## config.mk

```make
export PLATFORM = sky130hd
export DESIGN_NAME = lslf_ctrl
export DESIGN_NICKNAME = d
export VERILOG_FILES = /design/src/lslf_pkg.sv /design/src/lslf_ctrl.sv
export SDC_FILE = /design/constraint.sdc
export NUM_CORES = 1
export LEC_CHECK = 0
export ABC_AREA = 1
export BUFFER_PORTS_ARGS = -buffer_cell sky130_fd_sc_hd__buf_2
export CAP_MARGIN = 20
export CORE_MARGIN = 3
export CORE_UTILIZATION = 40
export DETAILED_ROUTE_END_ITERATION = 16
export GPL_TIMING_DRIVEN = 0
export PLACE_DENSITY = 0.73
export SLEW_MARGIN = 20
export SYNTH_ARGS = -nofsm -noshare
export SYNTH_HDL_FRONTEND = slang
export SYNTH_SLANG_ARGS = --single-unit
```

## constraint.sdc

```tcl
create_clock -name clk -period 1.8 [get_ports clk]
set_input_delay 0.09 -clock clk [delete_from_list [all_inputs] [get_ports clk]]
set_output_delay 0.09 -clock clk [all_outputs]
set_load 0.1 [all_outputs]
```

## src/lslf_pkg.sv

```systemverilog
// ----------------------------------------------------------------------------
// lslf_pkg
// Shared widths, codes and controller/datapath types of the line fit block.
// ----------------------------------------------------------------------------
package lslf_pkg;

	localparam int SAMPLE_W   = 16;
	localparam int MAX_POINTS = 1024;
	localparam int POS_W      = $clog2(MAX_POINTS + 1);
	localparam int START_W    = 10;
	localparam int END_W      = 11;
	localparam int SX_W       = 27;
	localparam int SXY_W      = 42;
	localparam int SXX_W      = 41;
	localparam int LO_W       = 21;
	localparam int NUM_W      = 54;
	localparam int MA_W       = 32;
	localparam int MB_W       = 28;
	localparam int PROD_W     = MA_W + MB_W;
	localparam int DVD_W      = 70;
	localparam int DVS_W      = 54;
	localparam int Q_W        = 34;
	localparam int STEP_W     = $clog2(DVD_W + 1);
	localparam int FRAC_SHIFT = 17;
	localparam int OUT_W      = 32;
	localparam int ST_W       = 2;

	localparam logic [ST_W-1:0] ST_OK   = 2'd0;
	localparam logic [ST_W-1:0] ST_NONE = 2'd1;
	localparam logic [ST_W-1:0] ST_VERT = 2'd2;
	localparam logic [ST_W-1:0] ST_SAT  = 2'd3;

	typedef enum logic [3:0] {
		OP_NOP,
		OP_NUM_LO,
		OP_NUM_HI,
		OP_NUM_SS,
		OP_DEN_LO,
		OP_DEN_HI,
		OP_DEN_SS,
		OP_DEN_END,
		OP_SDIV_LOAD,
		OP_SLOPE,
		OP_ICPT_MUL,
		OP_IDIV_LOAD,
		OP_ICPT,
		OP_FIT0_MUL,
		OP_FIT1_MUL,
		OP_FIT_END
	} dp_op_t;

	typedef enum logic [1:0] {
		RES_OK,
		RES_NONE,
		RES_VERT
	} res_kind_t;

	typedef struct packed {
		logic      acc_en;
		logic      load;
		dp_op_t    op;
		res_kind_t kind;
	} dp_cmd_t;

	typedef struct packed {
		logic n_zero;
		logic den_bad;
		logic div_busy;
		logic out_free;
	} dp_stat_t;

endpackage

```

## src/lslf_ctrl.sv

```systemverilog
// ----------------------------------------------------------------------------
// lslf_ctrl
// Sequencer: accumulate phase, then the fit sequence on the last point.
// ----------------------------------------------------------------------------
module lslf_ctrl (
	input  logic                clk,
	input  logic                arst_n,
	input  logic                in_valid,
	input  logic                in_last,
	output logic                in_ready,
	input  lslf_pkg::dp_stat_t  stat,
	output lslf_pkg::dp_cmd_t   cmd
);
	import lslf_pkg::*;

	typedef enum logic [4:0] {
		S_ACC, S_START, S_NUM_HI, S_NUM_SS, S_DEN_LO, S_DEN_HI, S_DEN_SS,
		S_DEN_END, S_CHECK, S_SDIV, S_SLOPE, S_ICPT_MUL, S_IDIV_LOAD, S_IDIV,
		S_ICPT, S_FIT0, S_FIT1, S_FIT_END, S_FIN
	} state_t;

	state_t    state_q;
	res_kind_t kind_q;

	always_ff @(posedge clk or negedge arst_n) begin
		if (!arst_n) begin
			state_q <= S_ACC;
			kind_q  <= RES_OK;
		end else begin
			case (state_q)
				S_ACC:       if (in_valid && in_last) state_q <= S_START;
				S_START: begin
					if (stat.n_zero) begin
						kind_q  <= RES_NONE;
						state_q <= S_FIN;
					end else begin
						state_q <= S_NUM_HI;
					end
				end
				S_NUM_HI:    state_q <= S_NUM_SS;
				S_NUM_SS:    state_q <= S_DEN_LO;
				S_DEN_LO:    state_q <= S_DEN_HI;
				S_DEN_HI:    state_q <= S_DEN_SS;
				S_DEN_SS:    state_q <= S_DEN_END;
				S_DEN_END:   state_q <= S_CHECK;
				S_CHECK: begin
					if (stat.den_bad) begin
						kind_q  <= RES_VERT;
						state_q <= S_FIN;
					end else begin
						state_q <= S_SDIV;
					end
				end
				S_SDIV:      if (!stat.div_busy) state_q <= S_SLOPE;
				S_SLOPE:     state_q <= S_ICPT_MUL;
				S_ICPT_MUL:  state_q <= S_IDIV_LOAD;
				S_IDIV_LOAD: state_q <= S_IDIV;
				S_IDIV:      if (!stat.div_busy) state_q <= S_ICPT;
				S_ICPT:      state_q <= S_FIT0;
				S_FIT0:      state_q <= S_FIT1;
				S_FIT1:      state_q <= S_FIT_END;
				S_FIT_END: begin
					kind_q  <= RES_OK;
					state_q <= S_FIN;
				end
				S_FIN:       if (stat.out_free) state_q <= S_ACC;
				default:     state_q <= S_ACC;
			endcase
		end
	end

	always_comb begin
		cmd.acc_en = (state_q == S_ACC) && in_valid;
		cmd.load   = (state_q == S_FIN) && stat.out_free;
		cmd.kind   = kind_q;
		case (state_q)
			S_START:     cmd.op = OP_NUM_LO;
			S_NUM_HI:    cmd.op = OP_NUM_HI;
			S_NUM_SS:    cmd.op = OP_NUM_SS;
			S_DEN_LO:    cmd.op = OP_DEN_LO;
			S_DEN_HI:    cmd.op = OP_DEN_HI;
			S_DEN_SS:    cmd.op = OP_DEN_SS;
			S_DEN_END:   cmd.op = OP_DEN_END;
			S_CHECK:     cmd.op = stat.den_bad ? OP_NOP : OP_SDIV_LOAD;
			S_SLOPE:     cmd.op = OP_SLOPE;
			S_ICPT_MUL:  cmd.op = OP_ICPT_MUL;
			S_IDIV_LOAD: cmd.op = OP_IDIV_LOAD;
			S_ICPT:      cmd.op = OP_ICPT;
			S_FIT0:      cmd.op = OP_FIT0_MUL;
			S_FIT1:      cmd.op = OP_FIT1_MUL;
			S_FIT_END:   cmd.op = OP_FIT_END;
			default:     cmd.op = OP_NOP;
		endcase
	end

	assign in_ready = state_q == S_ACC;

endmodule

```

==> results.yml <==
setup_path:
  worstPathMaxFanout: 8
  crit_type: "flop to primary output"
  cp-end-kind: "primary output"
  cp-start-kind: "flop"
  crit_arrival_ps: 1700
  cp_data_required_time_ps: 1710
sta:
  rsz0062_at_grt: "yes"
  worst_pin_slew_ps: 484
  setup_slack_ps: 8.51
  hold_viol: 0
  fmax_mhz: 558
  setup_viol: 0
  slew_headroom_pct: 68.0
  fin_crit_ps: 1790
  drv_slew: 0
  fin_worst_skew_ps: 10.5
  finalSetupTns_ps: 0
  fin_crit_sh_pct: 99.5
route:
  first_pass_iters: 4
  routed_wl_mm: 2.13
  drcViolationCount: 0
  route.vias.total: 858
  avgViaCountPerCell: 5.43
  drtIter0Drc: 34
  ant_nets: 0
  wl_per_cell_um: 13.5
global_routing:
  grt_pass1_vias: 707
  grt_overflow: 0
  track_usage_pct: 20.9
  antenna_found_initial: 0
  grt_pass1_wl_mm: 3.22
  grt_max_degree: 11
synthesis:
  synth_top_area_share_pct: 26.5
  syn_area_per_cell_sq_um: 5.85
  synth.largest_area_cell: "dfrtp_1"
  syn_inst: 113
  netlist-cell-type-count: 18
  synthesis.area_sq_um: 661
  synthTopCellsByArea: "dfrtp_1 (27%), nand2_1 (22%), nand4_1 (8.5%)"
  ys_warn_count: 0
  synthesis.nets: 121
  ys_seq_area_share_pct: 26.5
  synth-seq-cells: 7
hold_path:
  hold_class: "input pin to flop"
floorplan:
  top_level_ports: 17
  die_w_um: 46.6
  die_y_um: 46.6
  fp.coreArea_sq_mm: 0.00152
  core.rowCount: 14
  die_area_sq_mm: 0.00218
  start_util_pct: 43.3
cells_and_area:
  drive_gt1_share_pct: 39.4
  insertedDiodeCount: 0
  num-nets-final: 151
  area_growth_pct: 50.2
  fin_cells: 158
  fillCellCount: 135
  final_cell_mix: "nand2_1 (35), nor2_1 (12), inv_1 (10)"
  final_common_cell: "nand2_1"
clock_network:
  cts_made_buffers: 3
  clock-root-buffer: "clkbuf_4"
  htree_num_levels: 1
  clock_latency_ps: 260
  clock_path_buffers: 2
  cts_tree: "yes"
  numClockSinks: 7
  clkSlewWorstSetupHoldPaths_ps: 70
placed_design:
  gp_congestion: 0.865
  hpwl_mm: 1.45
  dpl.cell_count: 145
  dp_slack_ps: 63.3
  io_buffers: 16
run_status:
  status: "complete, no violations"
job:
  timing.max_cap.violations: 0
state kept, by name, indices dropped and copies added, names as in the netlist:
name / count
kind_q: 2
state_q: 5
synth_stat cells:
cell type / instances
nand2_1: 38
nor2_1: 15
inv_1: 11
nand3_1: 11
nand4_1: 9
dfrtp_1: 7
inv_2: 4
nor2_2: 4
a21oi_1: 2
nor3_2: 2
nor4_1: 2
o21ai_0: 2
buf_2: 1
buf_4: 1
clkinv_1: 1
nand2_2: 1
nand3b_1: 1
nor2_4: 1
per-stage QoR:
| step | utilization [%] | hold slack (ps) | cell area (sq um) |
|---|---|---|---|
| 4_1_cts | 59.3 | 102 | 903 |
| 5_1_grt | 65.1 | 109 | 992 |
| 3_5_place_dp | 53.6 | -56.4 | 817 |
| 6_report | 65.1 | 93.9 | 992 |
| 2_1_floorplan | - | -206 | 717 |
| 3_3_place_gp | 53.6 | -62.5 | 817 |
routing by layer:
metal	vias to the layer above	wire length (um)	GRT usage, %
met1	386	874	28.1
met4	0	49	7.73
met3	6	136	3.52
met2	40	1070	33.2
li1	426	-	-
met5	-	0	0
layout make-up:
class	instances	area [sq um]	area share, %
well taps	16	20.0	2.02
plain buffers	2	22.5	2.27
inverters	16	63.8	6.43
clock buffers	4	26.3	2.65
multi-input cells	88	477	48.0
flip-flops and latches	7	179	18.0
repair buffers	25	204	20.6
final timing paths:
path,from,to,slack (ps),cells after the start
min in group asynchronous,arst_n,state_q[2],190,2
hold reg to reg,kind_q[0],kind_q[0],470,2
hold / removal,stat[1],state_q[0],90,3
setup / recovery,state_q[3],in_ready,9,6
setup reg to reg,state_q[1],state_q[0],320,10
max in group asynchronous,arst_n,state_q[1],1440,2
cells by family after synthesis:
kind of cell	synth area share, %
buf+inv	11.0
compound gates	3.03
simple gates	59.5
flops	26.5
worst max-delay path, stage by stage (launching register included):
cell      delay, ps
dfrtp_1         370
buf_6           150
nor2_4          200
buf_4           150
nand3_1         130
inv_1           110
clkbuf_4        330
what timing repair did:
item / CTS / global route
pin swaps: 1 / 3
hold buffers: 1 / 0
gates resized for setup: 11 / 12
setup buffers: 2 / 6
setup endpoints to repair: 6 / 5
endpoints found under the hold margin: 7 / 0
Power is not shown: default switching activity piles up to over one toggle a cycle in this logic, so the estimate is an artifact.
